<file path="src/hdl/sdspi_pkg.sv">
`timescale 1ns / 1ps
// ----------------------------------------------------------------------------
// sdspi_pkg
// Shared types, constants and helpers for the SD card SPI-mode sequencer.
// ----------------------------------------------------------------------------
package sdspi_pkg;

  localparam int unsigned BLOCK_BYTES = 512;
  localparam int unsigned REG_BYTES   = 16;
  localparam int unsigned TAIL_BYTES  = 22;

  localparam logic [1:0] CFG_IDLE_RETRY  = 2'd0;
  localparam logic [1:0] CFG_READY_RETRY = 2'd1;
  localparam logic [1:0] CFG_RESP_POLL   = 2'd2;
  localparam logic [1:0] CFG_TOKEN_POLL  = 2'd3;

  localparam logic [2:0] OP_SLOT  = 3'd0;
  localparam logic [2:0] OP_INIT  = 3'd1;
  localparam logic [2:0] OP_READ  = 3'd2;
  localparam logic [2:0] OP_WRITE = 3'd3;
  localparam logic [2:0] OP_CSD   = 3'd4;
  localparam logic [2:0] OP_CID   = 3'd5;

  localparam logic [2:0] ST_OK        = 3'd0;
  localparam logic [2:0] ST_REJECT    = 3'd1;
  localparam logic [2:0] ST_NO_IDLE   = 3'd2;
  localparam logic [2:0] ST_VOLTAGE   = 3'd3;
  localparam logic [2:0] ST_INIT_TO   = 3'd4;
  localparam logic [2:0] ST_OCR_TO    = 3'd5;
  localparam logic [2:0] ST_TOKEN_TO  = 3'd6;

  localparam logic [7:0] TOKEN_START = 8'hFE;
  localparam logic [7:0] IDLE_BYTE   = 8'hFF;

  typedef struct packed {
    logic [7:0]  idle_retry;
    logic [15:0] ready_retry;
    logic [7:0]  resp_poll;
    logic [19:0] token_poll;
  } cfg_t;

  typedef struct packed {
    logic [31:0] sector_count;
    logic        card_is_hc;
    logic        need_tx_data;
    logic [7:0]  rx_byte;
    logic        rx_valid;
    logic [2:0]  status;
    logic        done_res;
    logic        busy_res;
    logic        cs_active;
    logic [7:0]  mosi_byte;
  } res_t;

  function automatic logic [47:0] mkframe(input logic [5:0] cmd, input logic [31:0] arg,
                                          input logic [7:0] crc);
    return {2'b01, cmd, arg, crc};
  endfunction

endpackage

</file>
<file path="src/hdl/sdspi_core.sv">
`timescale 1ns / 1ps
// ----------------------------------------------------------------------------
// sdspi_core
// Sequencer state and single-pass next-state logic, one byte exchange per step.
// ----------------------------------------------------------------------------
module sdspi_core #(
  parameter int unsigned WAKE_BYTES = 10
) (
  input  logic             clk_i,
  input  logic             rst_ni,
  input  logic             step_i,
  input  logic [2:0]       opcode_i,
  input  logic [31:0]      block_addr_i,
  input  logic [7:0]       miso_i,
  input  logic [7:0]       tx_data_i,
  input  sdspi_pkg::cfg_t  cfg_i,
  output sdspi_pkg::res_t  res_o,
  output logic             rx_last_o
);
  import sdspi_pkg::*;

  typedef enum logic [3:0] {
    PH_IDLE, PH_WAKE, PH_SEL, PH_CMD, PH_POLL, PH_TRAIL, PH_TOKEN, PH_RX,
    PH_WDATA, PH_WTAIL, PH_BUSY
  } phase_e;

  typedef enum logic [3:0] {
    K_GOIDLE, K_IFCOND, K_OCR1, K_APP, K_OPCOND, K_OCR2, K_BLKLEN, K_CSDI,
    K_REG, K_READ, K_WRITE
  } ctx_e;

  localparam logic [9:0] WAKE_N  = 10'(WAKE_BYTES);
  localparam logic [9:0] BLK_N   = 10'(BLOCK_BYTES);
  localparam logic [9:0] REG_N   = 10'(REG_BYTES);
  localparam logic [9:0] TAIL_N  = 10'(TAIL_BYTES);

  phase_e      phase_q, phase_d;
  ctx_e        ctx_q, ctx_d;
  logic [15:0] try_q, try_d;
  logic [19:0] poll_q, poll_d;
  logic [9:0]  bi_q, bi_d;
  logic [47:0] frame_q, frame_d;
  logic [7:0]  csd_q [6];
  logic [7:0]  csd_d [6];
  logic        hc_q, hc_d, rech_q, rech_d, v2_q, v2_d, echo_q, echo_d;
  logic [2:0]  init_q, init_d;
  logic [31:0] sect_q, sect_d;

  function automatic logic [31:0] csd_sectors(input logic v2, input logic [7:0] f0,
      input logic [7:0] f1, input logic [7:0] f2, input logic [7:0] f3,
      input logic [7:0] f4, input logic [7:0] f5);
    logic [22:0] n;
    logic [12:0] size;
    logic [4:0]  mult;
    logic [27:0] big;
    if (v2) begin
      n = {1'b0, f2[5:0], f3, f4} + 23'd1;
      if (n[22]) return 32'hFFFF_FFFF;
      return {n[21:0], 10'd0};
    end
    size = {1'b0, f1[1:0], f2, f3[7:6]} + 13'd1;
    mult = {2'b00, f4[1:0], f5[7]} + 5'd2 + {1'b0, f0[3:0]};
    big  = {15'd0, size};
    if (mult >= 5'd9) big = big << (mult - 5'd9);
    else big = big >> (5'd9 - mult);
    return {4'd0, big};
  endfunction

  always_comb begin
    logic        do_start, do_csdi, do_rech, do_app, do_fin;
    ctx_e        sk;
    logic [47:0] sf;
    logic [2:0]  fcode;
    logic [9:0]  j, payload;
    logic [15:0] try_inc;
    logic [31:0] addr;
    logic        poll_hit, tok_hit;
    phase_d = phase_q; ctx_d = ctx_q; try_d = try_q; poll_d = poll_q; bi_d = bi_q;
    frame_d = frame_q; csd_d = csd_q; hc_d = hc_q; rech_d = rech_q; v2_d = v2_q;
    echo_d = echo_q; init_d = init_q; sect_d = sect_q;
    res_o = '0; res_o.mosi_byte = IDLE_BYTE; rx_last_o = 1'b0;
    do_start = 1'b0; do_csdi = 1'b0; do_rech = 1'b0; do_app = 1'b0; do_fin = 1'b0;
    sk = K_GOIDLE; sf = '0; fcode = ST_OK;
    j = bi_q - 10'd1;
    payload = (ctx_q == K_READ) ? BLK_N : REG_N;
    try_inc = try_q + 16'd1;
    addr = hc_q ? block_addr_i : {block_addr_i[22:0], 9'd0};
    poll_hit = (poll_q >= {12'd0, (cfg_i.resp_poll == 8'd0) ? 8'd1 : cfg_i.resp_poll});
    tok_hit = (cfg_i.token_poll != 20'd0) && (poll_q >= cfg_i.token_poll);

    unique case (phase_q)
      PH_IDLE: begin
        unique case (opcode_i)
          OP_INIT: begin
            init_d = ST_OK; try_d = '0; ctx_d = K_GOIDLE;
            frame_d = mkframe(6'd0, 32'd0, 8'h95); bi_d = '0; phase_d = PH_WAKE;
            res_o.busy_res = 1'b1;
          end
          OP_READ, OP_WRITE: begin
            ctx_d = (opcode_i == OP_READ) ? K_READ : K_WRITE;
            frame_d = mkframe((opcode_i == OP_READ) ? 6'd17 : 6'd24, addr, 8'hFF);
            phase_d = PH_SEL; res_o.busy_res = 1'b1; res_o.cs_active = 1'b1;
          end
          OP_CSD, OP_CID: begin
            ctx_d = K_REG;
            frame_d = mkframe((opcode_i == OP_CSD) ? 6'd9 : 6'd10, 32'd0, 8'hFF);
            phase_d = PH_SEL; res_o.busy_res = 1'b1; res_o.cs_active = 1'b1;
          end
          default: ;
        endcase
      end
      PH_WAKE: begin
        res_o.busy_res = 1'b1;
        if (bi_q < WAKE_N) bi_d = bi_q + 10'd1;
        else begin
          phase_d = PH_SEL; res_o.cs_active = 1'b1;
        end
      end
      PH_SEL: begin
        do_start = 1'b1; sk = ctx_q; sf = frame_q;
      end
      PH_CMD: begin
        res_o.busy_res = 1'b1; res_o.cs_active = 1'b1;
        if (bi_q < 10'd6) begin
          res_o.mosi_byte = frame_q[(3'd5 - bi_q[2:0]) * 8 +: 8];
          bi_d = bi_q + 10'd1;
        end else begin
          poll_d = 20'd1; phase_d = PH_POLL;
        end
      end
      PH_POLL: begin
        if (miso_i != IDLE_BYTE || poll_hit) begin
          unique case (ctx_q)
            K_GOIDLE: begin
              if (miso_i == 8'h01) begin
                do_start = 1'b1; sk = K_IFCOND; sf = mkframe(6'd8, 32'h1AA, 8'h87);
              end else begin
                try_d = try_inc;
                if (try_inc >= {8'd0, (cfg_i.idle_retry == 8'd0) ? 8'd1 : cfg_i.idle_retry})
                begin
                  init_d = ST_NO_IDLE; do_csdi = 1'b1;
                end else begin
                  do_start = 1'b1; sk = K_GOIDLE; sf = mkframe(6'd0, 32'd0, 8'h95);
                end
              end
            end
            K_IFCOND: begin
              if (!miso_i[2]) begin
                echo_d = 1'b1; bi_d = 10'd1; phase_d = PH_TRAIL;
                res_o.busy_res = 1'b1; res_o.cs_active = 1'b1;
              end else begin
                hc_d = 1'b0; rech_d = 1'b0;
                do_start = 1'b1; sk = K_OCR1; sf = mkframe(6'd58, 32'd0, 8'hFF);
              end
            end
            K_OCR1, K_OCR2: begin
              bi_d = 10'd1; phase_d = PH_TRAIL;
              res_o.busy_res = 1'b1; res_o.cs_active = 1'b1;
            end
            K_APP: begin
              do_start = 1'b1; sk = K_OPCOND; sf = mkframe(6'd41, 32'h4000_0000, 8'hFF);
            end
            K_OPCOND: begin
              if (!miso_i[0]) do_rech = 1'b1;
              else begin
                try_d = try_inc;
                if (try_inc >= ((cfg_i.ready_retry == 16'd0) ? 16'd1 : cfg_i.ready_retry))
                begin
                  init_d = ST_INIT_TO; do_csdi = 1'b1;
                end else do_app = 1'b1;
              end
            end
            K_BLKLEN: begin
              init_d = ST_OK; do_csdi = 1'b1;
            end
            K_CSDI: begin
              if (miso_i != 8'h00) begin
                sect_d = '0; do_fin = 1'b1; fcode = init_q;
              end else begin
                poll_d = 20'd1; phase_d = PH_TOKEN;
                res_o.busy_res = 1'b1; res_o.cs_active = 1'b1;
              end
            end
            K_WRITE: begin
              if (miso_i != 8'h00) begin
                do_fin = 1'b1; fcode = ST_REJECT;
              end else begin
                bi_d = '0; phase_d = PH_WDATA; res_o.mosi_byte = TOKEN_START;
                res_o.busy_res = 1'b1; res_o.cs_active = 1'b1; res_o.need_tx_data = 1'b1;
              end
            end
            default: begin
              if (miso_i != 8'h00) begin
                do_fin = 1'b1; fcode = ST_REJECT;
              end else begin
                poll_d = 20'd1; phase_d = PH_TOKEN;
                res_o.busy_res = 1'b1; res_o.cs_active = 1'b1;
              end
            end
          endcase
        end else begin
          poll_d = poll_q + 20'd1; res_o.busy_res = 1'b1; res_o.cs_active = 1'b1;
        end
      end
      PH_TRAIL: begin
        if (ctx_q == K_IFCOND) begin
          if (j == 10'd2 && !miso_i[0]) echo_d = 1'b0;
          if (j == 10'd3 && miso_i != 8'hAA) echo_d = 1'b0;
        end else if (ctx_q == K_OCR1 && j == 10'd0) begin
          if (miso_i[7]) begin
            hc_d = miso_i[6]; rech_d = 1'b0;
          end else rech_d = 1'b1;
        end else if (ctx_q == K_OCR2 && j == 10'd0) begin
          hc_d = miso_i[6]; rech_d = !miso_i[7];
        end
        if (bi_q < 10'd4) begin
          bi_d = bi_q + 10'd1; res_o.busy_res = 1'b1; res_o.cs_active = 1'b1;
        end else if (ctx_q == K_IFCOND) begin
          if (echo_d) begin
            hc_d = 1'b0; rech_d = 1'b0;
            do_start = 1'b1; sk = K_OCR1; sf = mkframe(6'd58, 32'd0, 8'hFF);
          end else begin
            init_d = ST_VOLTAGE; do_csdi = 1'b1;
          end
        end else if (ctx_q == K_OCR1) begin
          try_d = '0; do_app = 1'b1;
        end else do_rech = 1'b1;
      end
      PH_TOKEN: begin
        if (miso_i == TOKEN_START) begin
          bi_d = 10'd1; phase_d = PH_RX; res_o.busy_res = 1'b1; res_o.cs_active = 1'b1;
        end else if (tok_hit) begin
          do_fin = 1'b1;
          if (ctx_q == K_CSDI) begin
            sect_d = '0; fcode = (init_q != ST_OK) ? init_q : ST_TOKEN_TO;
          end else fcode = ST_TOKEN_TO;
        end else begin
          poll_d = poll_q + 20'd1; res_o.busy_res = 1'b1; res_o.cs_active = 1'b1;
        end
      end
      PH_RX: begin
        if (ctx_q == K_CSDI) begin
          if (j == 10'd0) v2_d = miso_i[6];
          if (j >= 10'd5 && j <= 10'd10) csd_d[3'(j - 10'd5)] = miso_i;
        end else if (j < payload) begin
          res_o.rx_valid = 1'b1; res_o.rx_byte = miso_i;
          rx_last_o = (j == payload - 10'd1);
        end
        if (bi_q < payload + 10'd2) begin
          bi_d = bi_q + 10'd1; res_o.busy_res = 1'b1; res_o.cs_active = 1'b1;
        end else if (ctx_q == K_CSDI) begin
          sect_d = csd_sectors(v2_q, csd_q[0], csd_q[1], csd_q[2], csd_q[3], csd_q[4],
                               csd_q[5]);
          do_fin = 1'b1; fcode = init_q;
        end else begin
          do_fin = 1'b1; fcode = ST_OK;
        end
      end
      PH_WDATA: begin
        res_o.busy_res = 1'b1; res_o.cs_active = 1'b1;
        if (bi_q < BLK_N) begin
          bi_d = bi_q + 10'd1; res_o.mosi_byte = tx_data_i;
          res_o.need_tx_data = (bi_q + 10'd1 < BLK_N);
        end else begin
          bi_d = 10'd1; phase_d = PH_WTAIL;
        end
      end
      PH_WTAIL: begin
        res_o.busy_res = 1'b1; res_o.cs_active = 1'b1;
        if (bi_q < TAIL_N) bi_d = bi_q + 10'd1;
        else begin
          poll_d = 20'd1; phase_d = PH_BUSY;
        end
      end
      PH_BUSY: begin
        if (miso_i == IDLE_BYTE) begin
          do_fin = 1'b1; fcode = ST_OK;
        end else if (tok_hit) begin
          do_fin = 1'b1; fcode = ST_TOKEN_TO;
        end else begin
          poll_d = poll_q + 20'd1; res_o.busy_res = 1'b1; res_o.cs_active = 1'b1;
        end
      end
      default: phase_d = PH_IDLE;
    endcase

    if (do_rech) begin
      if (rech_d) begin
        if (try_q >= ((cfg_i.ready_retry == 16'd0) ? 16'd1 : cfg_i.ready_retry)) begin
          init_d = ST_OCR_TO; do_csdi = 1'b1;
        end else begin
          try_d = try_inc; do_start = 1'b1; sk = K_OCR2; sf = mkframe(6'd58, 32'd0, 8'hFF);
        end
      end else if (!hc_d) begin
        do_start = 1'b1; sk = K_BLKLEN; sf = mkframe(6'd16, 32'h200, 8'hFF);
      end else begin
        init_d = ST_OK; do_csdi = 1'b1;
      end
    end
    if (do_app) begin
      do_start = 1'b1; sk = K_APP;
      sf = mkframe(6'd55, hc_d ? 32'h4000_0000 : 32'd0, 8'hFF);
    end
    if (do_csdi) begin
      do_start = 1'b1; sk = K_CSDI; sf = mkframe(6'd9, 32'd0, 8'hFF);
    end
    if (do_start) begin
      ctx_d = sk; frame_d = sf; bi_d = '0; phase_d = PH_CMD;
      res_o.mosi_byte = IDLE_BYTE; res_o.busy_res = 1'b1; res_o.cs_active = 1'b1;
    end
    if (do_fin) begin
      phase_d = PH_IDLE; res_o.mosi_byte = IDLE_BYTE; res_o.cs_active = 1'b0;
      res_o.busy_res = 1'b0; res_o.done_res = 1'b1; res_o.status = fcode;
    end
    res_o.card_is_hc = hc_d;
    res_o.sector_count = sect_d;
  end

  always_ff @(posedge clk_i or negedge rst_ni) begin
    if (!rst_ni) begin
      phase_q <= PH_IDLE; ctx_q <= K_GOIDLE; try_q <= '0; poll_q <= '0; bi_q <= '0;
      frame_q <= '0; hc_q <= 1'b0; rech_q <= 1'b0; v2_q <= 1'b0; echo_q <= 1'b0;
      init_q <= ST_OK; sect_q <= '0;
    end else if (step_i) begin
      phase_q <= phase_d; ctx_q <= ctx_d; try_q <= try_d; poll_q <= poll_d; bi_q <= bi_d;
      frame_q <= frame_d; hc_q <= hc_d; rech_q <= rech_d; v2_q <= v2_d; echo_q <= echo_d;
      init_q <= init_d; sect_q <= sect_d;
    end
  end

  always_ff @(posedge clk_i) begin
    if (step_i) csd_q <= csd_d;
  end

endmodule

</file>
<file path="src/hdl/sd_spi_init_and_block_sequencer.sv">
`timescale 1ns / 1ps
// ----------------------------------------------------------------------------
// sd_spi_init_and_block_sequencer
// SD card SPI-mode host sequencer: init, block read/write, CSD/CID read.
// ----------------------------------------------------------------------------
// Each input transfer carries the byte received in the last SPI exchange and
// yields one result transfer with the next MOSI byte and chip-select level.
// A transfer is processed combinationally by the sequencer logic and lands
// in an output register; a new input is taken every cycle the output register
// is empty or being drained, so the block sustains one byte per clock while
// the result side does not hold it off, and is otherwise paced by the SPI link.
module sd_spi_init_and_block_sequencer #(
  parameter int unsigned WAKE_BYTES = 10
) (
  input  logic        clk_i,
  input  logic        rst_ni,
  input  logic        s_axis_tvalid,
  output logic        s_axis_tready,
  input  logic [47:0] s_axis_tdata,   // block_addr[31:0], miso_byte[39:32], tx_data[47:40]
  input  logic [2:0]  s_axis_tuser,   // opcode[2:0]
  output logic        m_axis_tvalid,
  input  logic        m_axis_tready,
  // mosi_byte[7:0], cs_active[8], busy_res[9], done_res[10], status[13:11],
  // rx_valid[14], rx_byte[22:15], need_tx_data[23], card_is_hc[24],
  // sector_count[56:25], zero[63:57]
  output logic [63:0] m_axis_tdata,
  output logic        m_axis_tlast,   // rx_last
  input  logic        cfg_we_i,
  input  logic [1:0]  cfg_idx_i,
  input  logic [19:0] cfg_wdata_i
);
  import sdspi_pkg::*;

  cfg_t cfg_q;
  res_t res, out_q;
  logic rx_last, last_q, valid_q, step;

  assign s_axis_tready = !valid_q || m_axis_tready;
  assign step = s_axis_tvalid && s_axis_tready;

  always_ff @(posedge clk_i or negedge rst_ni) begin
    if (!rst_ni) begin
      cfg_q.idle_retry  <= 8'd50;
      cfg_q.ready_retry <= 16'd30000;
      cfg_q.resp_poll   <= 8'd8;
      cfg_q.token_poll  <= 20'd0;
    end else if (cfg_we_i) begin
      unique case (cfg_idx_i)
        CFG_IDLE_RETRY:  cfg_q.idle_retry  <= cfg_wdata_i[7:0];
        CFG_READY_RETRY: cfg_q.ready_retry <= cfg_wdata_i[15:0];
        CFG_RESP_POLL:   cfg_q.resp_poll   <= cfg_wdata_i[7:0];
        CFG_TOKEN_POLL:  cfg_q.token_poll  <= cfg_wdata_i;
        default: ;
      endcase
    end
  end

  sdspi_core #(.WAKE_BYTES(WAKE_BYTES)) u_core (
    .clk_i        (clk_i),
    .rst_ni       (rst_ni),
    .step_i       (step),
    .opcode_i     (s_axis_tuser),
    .block_addr_i (s_axis_tdata[31:0]),
    .miso_i       (s_axis_tdata[39:32]),
    .tx_data_i    (s_axis_tdata[47:40]),
    .cfg_i        (cfg_q),
    .res_o        (res),
    .rx_last_o    (rx_last)
  );

  always_ff @(posedge clk_i or negedge rst_ni) begin
    if (!rst_ni) begin
      valid_q <= 1'b0;
    end else if (step) begin
      valid_q <= 1'b1;
    end else if (m_axis_tready) begin
      valid_q <= 1'b0;
    end
  end

  always_ff @(posedge clk_i) begin
    if (step) begin
      out_q  <= res;
      last_q <= rx_last;
    end
  end

  assign m_axis_tvalid = valid_q;
  assign m_axis_tdata  = {7'd0, out_q};
  assign m_axis_tlast  = last_q;

endmodule

</file>
<file path="config.mk">
export PLATFORM = sky130hd
export DESIGN_NAME = sd_spi_init_and_block_sequencer
export DESIGN_NICKNAME = d
export VERILOG_FILES = /design/src/hdl/sdspi_pkg.sv /design/src/hdl/sdspi_core.sv /design/src/hdl/sd_spi_init_and_block_sequencer.sv
export SDC_FILE = /design/constraint.sdc
export NUM_CORES = 1
export LEC_CHECK = 0
export ABC_AREA = 0
export BUFFER_PORTS_ARGS = -buffer_cell sky130_fd_sc_hd__clkbuf_2
export CAP_MARGIN = 15
export CORE_ASPECT_RATIO = 1.2
export CORE_MARGIN = 2
export CORE_UTILIZATION = 52
export DETAILED_ROUTE_END_ITERATION = 7
export GPL_TIMING_DRIVEN = 0
export PLACE_DENSITY_LB_ADDON = 0.3
export SYNTH_ARGS = -nofsm -noshare
export SYNTH_HDL_FRONTEND = slang
export SYNTH_SLANG_ARGS = --single-unit
</file>
<file path="constraint.sdc">
create_clock -name clk_i -period 12.11 [get_ports clk_i]
set_input_delay 1.8165 -clock clk_i [delete_from_list [all_inputs] [get_ports clk_i]]
set_output_delay 1.8165 -clock clk_i [all_outputs]
set_load 0.02 [all_outputs]
</file>
==> results.ini, run 1 <==
[yosys]
synth_top_area_frac = 0.244
ys_types = 99
synth-edff-count = 89
async_flop_share = 0.686
yosysMostFrequentCell = nand2_1
synth_seq_cells = 283
synth_flop_cell = dfrtp_1
yosysWarningCount = 0
syn_area_um2 = 18700
synth_common_cells = nand2_1 (225), dfrtp_1 (183), o21ai_0 (172), nor2_1 (123), a21oi_1 (110)
synthTopCellsByArea = dfrtp_1 (24%), edfxtp_1 (14%), ha_1 (6.4%)
synth_area_per_cell_um2 = 9.23
yosys.area.top_type = dfrtp_1
synth_cells = 2030
yosysSeqAreaShare = 0.402

[sta]
setup_viol_count_final = 0
fmaxAchievable_mhz = 168
period_share = 0.491
fin_hold_ws_ps = 467
hold_viol = 0
fin_skew_ps = 30.8
relSlewSlack = 0.198
period_needed_ps = 5950
slew_violations = 0
finalSetupTns_ps = 0
tightestPinTransition_ps = 1200
rsz0062_at_grt = no
fin_ws_ps = 6160

[cts]
postCtsSetupBuffers = 0
cts.path.max_buffers = 3
cts-resized-gates = 0
clk_latency_ps = 590
cts_sinks = 283
cts_hold_buf = 0
clock-root-buffer = clkbuf_16
clkTransAtPathRegs_ps = 70
h-tree-depth = 1
cts_tree = yes
cts_buffers = 30

[power]
clkPwrFrac = 0.313
ir_drop_v = 0.000156
seq_power_share = 0.348
p_int_mw = 2.26
p_sw_mw = 1.29
swShare = 0.364
power.total_mw = 3.55
p_comb_frac = 0.340
powerDensity_nw_per_um2 = 166
power.leakage_nw = 9.23

[min_path]
holdPathStages = 1
hold_start = u_core.frame_q[7]$_DFFE_PN0P_
hp-class = reg2reg
whs_endpoint = u_core.frame_q[7]$_DFFE_PN0P_

[critical_path]
worstPathCellList = buf_2 -> buf_1 -> clkbuf_1 -> inv_1 -> ha_1 -> nor3b_2 -> a21oi_1 -> o21ai_0 -> a32o_1 -> nor4_1 -> and4b_1 -> and2_1 -> nor3b_1
cp.arrival_ps = 6130
regToRegStartpoint = u_core.bi_q[0]$_DFFE_PN0P_
worstRegToRegCells = 13
required_ps = 12290
start_kind = register
worstSetupPathType = reg2reg
worst-path-max-fanout = 10
r2r_end = u_core.csd_q[27]$_DFFE_PP_
endpoint_kind = register
max_stage_delay_ps = 980
r2r_setup_slack_ps = 6160
cp_slowest_cell = nor3b_1

[die]
die_x_um = 177
fp.coreArea_um2 = 35800
dieArea_um2 = 37600
die_y_um = 212
num_rows = 76
num_io_pins = 145
initial_core_util = 0.524

[route]
viasPerCell = 6.33
post_drt_wl_per_cell_um = 21.6
dr.pass1.iters = 6
drtIter0Drc = 1774
drc = 0
routed_wl_mm = 58.5
vias = 17100
detail-route-antenna-nets = 0

[global_route]
grt_use_total = 0.309
gr-total-overflow = 0
antenna_found_initial = 0
grt_max_degree = 109
grt_pass1_vias = 16400
grt_pass1_wl_mm = 91.1

[flow_run]
maxCapViolCount = 0

[placed_design]
numPortBuffers = 137
pre_cts_ws_ps = 6330
dpl.hpwl_mm = 44.3
place.gp.congestion = 1.00

[final_layout]
syn_to_final_growth_pct = 13.7
drive_gt1_frac = 0.155
final_util = 0.596
antenna_cells = 0
fillers = 3124
final_net_count = 2385

[outcome]
status = complete, no violations

## metrics by stage
step / cell area (um2) / cells
after floorplan: 18800 / 2036
after global placement: 20000 / 2641
after detailed placement: 20100 / 2644
after CTS: 21300 / 2700
after global routing: 21300 / 2702
final: 21300 / 2702
## cell type report
class                      instances  area, um2  area share
sequential                       283       7540       0.354
buffer                           114        497      0.0233
tap                              468        586      0.0275
multi-input combinational       1541      10400       0.487
inverter                          98        368      0.0173
clock buffer                      34        840      0.0394
timing repair buffer             142        747      0.0351
clock inverter                    22        362      0.0170
## registers in the layout (all words and copies together), names as in the netlist
name / count
u_core.bi_q: 10
u_core.poll_q: 20
u_core.hc_q: 1
u_core.frame_q: 48
u_core.csd_q: 31
u_core.v2_q: 1
m_axis_tdata: 57
u_core.rech_q: 1
u_core.phase_q: 4
m_axis_tvalid: 1
u_core.echo_q: 1
u_core.ctx_q: 4
u_core.try_q: 16
m_axis_tlast: 1
u_core.sect_q: 32
u_core.init_q: 3
cfg_q: 52
## worst max-delay path by stage
| stage | cells past startpoint | startpoint | to |
|---|---|---|---|
| 2_1_floorplan | 5 | m_axis_tready | m_axis_tdata[0]$_SDFFCE_PP1P_ |
| 3_3_place_gp | 1 | rst_ni | u_core.frame_q[39]$_DFFE_PN0P_ |
| 3_5_place_dp | 13 | u_core.bi_q[0]$_DFFE_PN0P_ | u_core.csd_q[30]$_DFFE_PP_ |
| 4_1_cts | 13 | u_core.bi_q[0]$_DFFE_PN0P_ | u_core.csd_q[27]$_DFFE_PP_ |
| 5_1_grt | 13 | u_core.bi_q[0]$_DFFE_PN0P_ | u_core.csd_q[27]$_DFFE_PP_ |
| 6_report | 13 | u_core.bi_q[0]$_DFFE_PN0P_ | u_core.csd_q[27]$_DFFE_PP_ |
## layer usage
layer | track usage | wire [um]
met1 | 0.375 | 22700
met2 | 0.546 | 29200
met3 | 0.0327 | 3200
met4 | 0.153 | 3290
met5 | 0 | 0
## kinds of logic after synthesis
family	Yosys count	synth area share
multiplexers	115	0.0721
flip-flops	283	0.402
AND/OR/NAND/NOR	681	0.181
AO/OA/AOI/OAI	588	0.209
buffers and inverters	212	0.0459
XOR/XNOR	53	0.0248
other	1	0.000200
adder cells (fa/ha/maj)	97	0.0651
## cell usage in the layout (no fill, tap or decap), types with 37 or more instances in the layout
master / n
a21o_1: 37
a21oi_1: 110
a22o_1: 45
clkbuf_1: 83
clkbuf_2: 137
dfrtp_1: 183
edfxtp_1: 89
ha_1: 96
inv_1: 94
mux2_2: 62
mux2i_1: 42
nand2_1: 225
nand3_1: 72
nor2_1: 123
nor3_1: 44
o21ai_0: 172
## power groups by stage
stage | logic [mW] | registers (mW) | clock network, mW
after floorplan | 0.815 | 1.23 | 0
after global placement | 1.16 | 1.24 | 0
after detailed placement | 1.18 | 1.25 | 0
after CTS | 1.19 | 1.23 | 1.12
after global routing | 1.32 | 1.25 | 1.15
final | 1.20 | 1.23 | 1.11
## worst max-delay path, delay by kind of cell, from the launching register on
family / cells / cell delay, ps
flops: 1 / 460
buf+inv: 4 / 1780
simple gates: 5 / 2280
fa+ha+maj: 1 / 280
compound gates: 3 / 730
(Power assumes the default switching activity.)
==> run 2, diff against run 1 <==
--- a/config.mk
+++ b/config.mk
@@ -5,7 +5,7 @@
 export SDC_FILE = /design/constraint.sdc
 export NUM_CORES = 1
 export LEC_CHECK = 0
-export ABC_AREA = 0
+export ABC_AREA = 1
 export BUFFER_PORTS_ARGS = -buffer_cell sky130_fd_sc_hd__clkbuf_2
 export CAP_MARGIN = 15
 export CORE_ASPECT_RATIO = 1.2
==> constraint.sdc (replaced) <==
create_clock -name clk_i -period 5.8 [get_ports clk_i]
set_input_delay 0.87 -clock clk_i [delete_from_list [all_inputs] [get_ports clk_i]]
set_output_delay 0.87 -clock clk_i [all_outputs]
set_load 0.02 [all_outputs]
==> results.ini, run 2 <==
[sta]
setup_viol_count_final = 0  ; unchanged
fin_skew_ps = 24.4  ; -6.44 ps
slew_violations = 0  ; unchanged
tightestPinTransition_ps = 1120  ; -84.4 ps
finalSetupTns_ps = 0  ; unchanged
period_share = 0.832  ; +0.340
hold_viol = 0  ; unchanged
relSlewSlack = 0.236  ; +0.0388
fmaxAchievable_mhz = 207  ; +23%
period_needed_ps = 4820  ; -1130 ps
rsz0062_at_grt = no

[critical_path]
worstSetupPathType = reg2reg
start_kind = register
cp.arrival_ps = 5270  ; -860 ps
endpoint_kind = register
required_ps = 6250  ; -6040 ps
max_stage_delay_ps = 520  ; -460 ps
crit_family = simple AND/OR/NAND/NOR gates
worst-path-max-fanout = 10  ; unchanged
critPathBufInv = 6  ; +2
cp_slowest_cell = dfrtp_1
cpMostUsedCell = nand2_1

[global_route]
grt_pass1_wl_mm = 113  ; +24%
gr-total-overflow = 0  ; unchanged
grt_pass1_vias = 20700  ; +26%
antenna_found_initial = 0  ; unchanged
grt_use_total = 0.345  ; +0.0363
grt_max_degree = 102  ; -6.4%

[route]
vias = 21700  ; +27%
post_drt_wl_per_cell_um = 19.8  ; -8.7%
dr.pass1.iters = 7  ; +1
detail-route-antenna-nets = 0  ; unchanged
viasPerCell = 5.88  ; -7.1%
drtIter0Drc = 2251  ; +27%
routed_wl_mm = 72.9  ; +25%
drc = 0  ; unchanged

[cts]
cts_tree = yes
clkTransAtPathRegs_ps = 70  ; about the same
cts-resized-gates = 0  ; unchanged
cts_hold_buf = 0  ; unchanged
clock-root-buffer = clkbuf_16
cts_buffers = 30  ; unchanged
clk_latency_ps = 610  ; +20 ps
cts.path.max_buffers = 3  ; unchanged
h-tree-depth = 1  ; unchanged
cts_sinks = 283  ; unchanged
postCtsSetupBuffers = 0  ; unchanged

[final_layout]
final_net_count = 3308  ; +39%
largest_reg_flops = 57  ; unchanged
fillers = 3816  ; +22%
syn_to_final_growth_pct = 11.3
final_common_cell = nand2_1
drive_gt1_frac = 0.0966  ; -0.0587
final_cell_mix = nand2_1 (854), inv_1 (334), o21ai_0 (284)
antenna_cells = 0  ; unchanged
final_util = 0.584  ; -0.0118

[min_path]
hp-class = in2async

[die]
num_io_pins = 145  ; unchanged
initial_core_util = 0.525  ; +0.000559
die_x_um = 186  ; +5.1%
dieArea_um2 = 41500  ; +10%
die_y_um = 223  ; +5.1%
fp.coreArea_um2 = 39500  ; +11%
num_rows = 80  ; +5.3%

[power]
p_int_mw = 4.63  ; +110%
clkPwrFrac = 0.219  ; -0.094
ir_drop_v = 0.000290  ; +87%
p_sw_mw = 3.86  ; +200%
powerDensity_nw_per_um2 = 368  ; +120%
power.leakage_nw = 10.9  ; +18%
p_comb_frac = 0.442  ; +0.102
seq_power_share = 0.339  ; -0.009
swShare = 0.455  ; +0.0909

[flow_run]
maxCapViolCount = 0  ; unchanged

[yosys]
yosys.area.top_type = dfrtp_1
synth_common_cells = nand2_1 (854), inv_1 (334), o21ai_0 (284), nor2_1 (272), dfrtp_1 (183)
synth_top_area_frac = 0.221  ; -0.0236
synth_area_per_cell_um2 = 7.02  ; -24%
synthTopCellsByArea = dfrtp_1 (22%), nand2_1 (15%), edfxtp_1 (13%)
yosysWarningCount = 0  ; unchanged
synth_cells = 2957  ; +46%
ys_types = 69  ; -30%
syn_area_um2 = 20700  ; +11%
async_flop_share = 0.686  ; unchanged
synth_seq_cells = 283  ; unchanged
synth-edff-count = 89  ; unchanged
yosysMostFrequentCell = nand2_1
synth_flop_cell = dfrtp_1
yosysSeqAreaShare = 0.363  ; -0.0389

[placed_design]
numPortBuffers = 137  ; unchanged
place.gp.congestion = 1.01  ; +0.80%
dpl.hpwl_mm = 57.0  ; +29%

[outcome]
status = complete, no violations

## run 2: changes by cell type in the layout (fill, tap and decap cells not counted), sizes merged, moves of 35 or more
cell,change
inv,+249
nand3,+53
nor2,+161
mux2,-64
a22o,-44
mux2i,-41
o211ai,+43
nand2,+636
a21o,-35
o21ai,+133
## run 2: through the flow
stage               std cells  hold WS, ps  power, mW  setup WS (ps)  cell area [um2]
floorplan                2963          423       5.37           1760            20800
global placement         3633          443       6.45          -62.7            22100
detailed placement       3634          450       6.55           1170            22200
CTS                      3690          377       8.41           1120            23100
global route             3690          389       9.01            585            23100
finish                   3690          333       8.49            976            23100
## run 2: metal layers
layer / up-vias / routed length [um] / global-route usage
met3: 270 / 4660 / 0.0351
li1: 10200 / - / -
met5: - / 0 / 0
met2: 1052 / 35600 / 0.604
met4: 0 / 5240 / 0.225
met1: 10100 / 27400 / 0.405
## run 2: logic make-up after synthesis
kind of cell,count (synthesis),synth area share
multiplexers,1,0.000482
other,1,0.000181
flip-flops,283,0.363
adder cells (fa/ha/maj),97,0.0589
XOR/XNOR,41,0.0173
AO/OA/AOI/OAI,624,0.176
buffers and inverters,468,0.0909
AND/OR/NAND/NOR,1442,0.293
## run 2: final timing paths
check / start / to / slack, ps / depth (start not counted)
setup / recovery: u_core.try_q[1]$_DFFE_PN0P_ / u_core.bi_q[9]$_DFFE_PN0P_ / 980 / 26
hold reg to reg: u_core.frame_q[0]$_DFFE_PN0P_ / u_core.frame_q[0]$_DFFE_PN0P_ / 460 / 2
hold / removal: rst_ni / cfg_q[13]$_DFFE_PN0P_ / 330 / 1
max in group asynchronous: rst_ni / u_core.bi_q[8]$_DFFE_PN0P_ / 4440 / 2
min in group clk_i: u_core.frame_q[0]$_DFFE_PN0P_ / u_core.frame_q[0]$_DFFE_PN0P_ / 460 / 2
setup reg to reg: u_core.try_q[1]$_DFFE_PN0P_ / u_core.bi_q[9]$_DFFE_PN0P_ / 980 / 26
## run 2: power groups by stage
stage	logic, mW	registers (mW)	clock network, mW
floorplan	2.49	2.88	0
global placement	3.57	2.89	0
detailed placement	3.66	2.90	0
CTS	3.67	2.87	1.87
global route	4.15	2.92	1.95
finish	3.75	2.88	1.86
## run 2: cell type report
class | count | area (um2) | share of cell area
plain buffers | 117 | 569 | 0.0247
clock buffers | 36 | 773 | 0.0335
clock inverters | 20 | 154 | 0.00666
inverters | 351 | 1320 | 0.0572
multi-input cells | 2212 | 11300 | 0.491
flip-flops and latches | 283 | 7540 | 0.327
well taps | 533 | 667 | 0.0289
repair buffers | 138 | 722 | 0.0313
## run 2: worst register-to-register path, delay by kind of cell (launching register included)
kind	cells	cell delay (ps)
buffers and inverters	6	1020
AND/OR/NAND/NOR	16	2210
AO/OA/AOI/OAI	2	350
adder cells (fa/ha/maj)	2	580
flip-flops	1	520
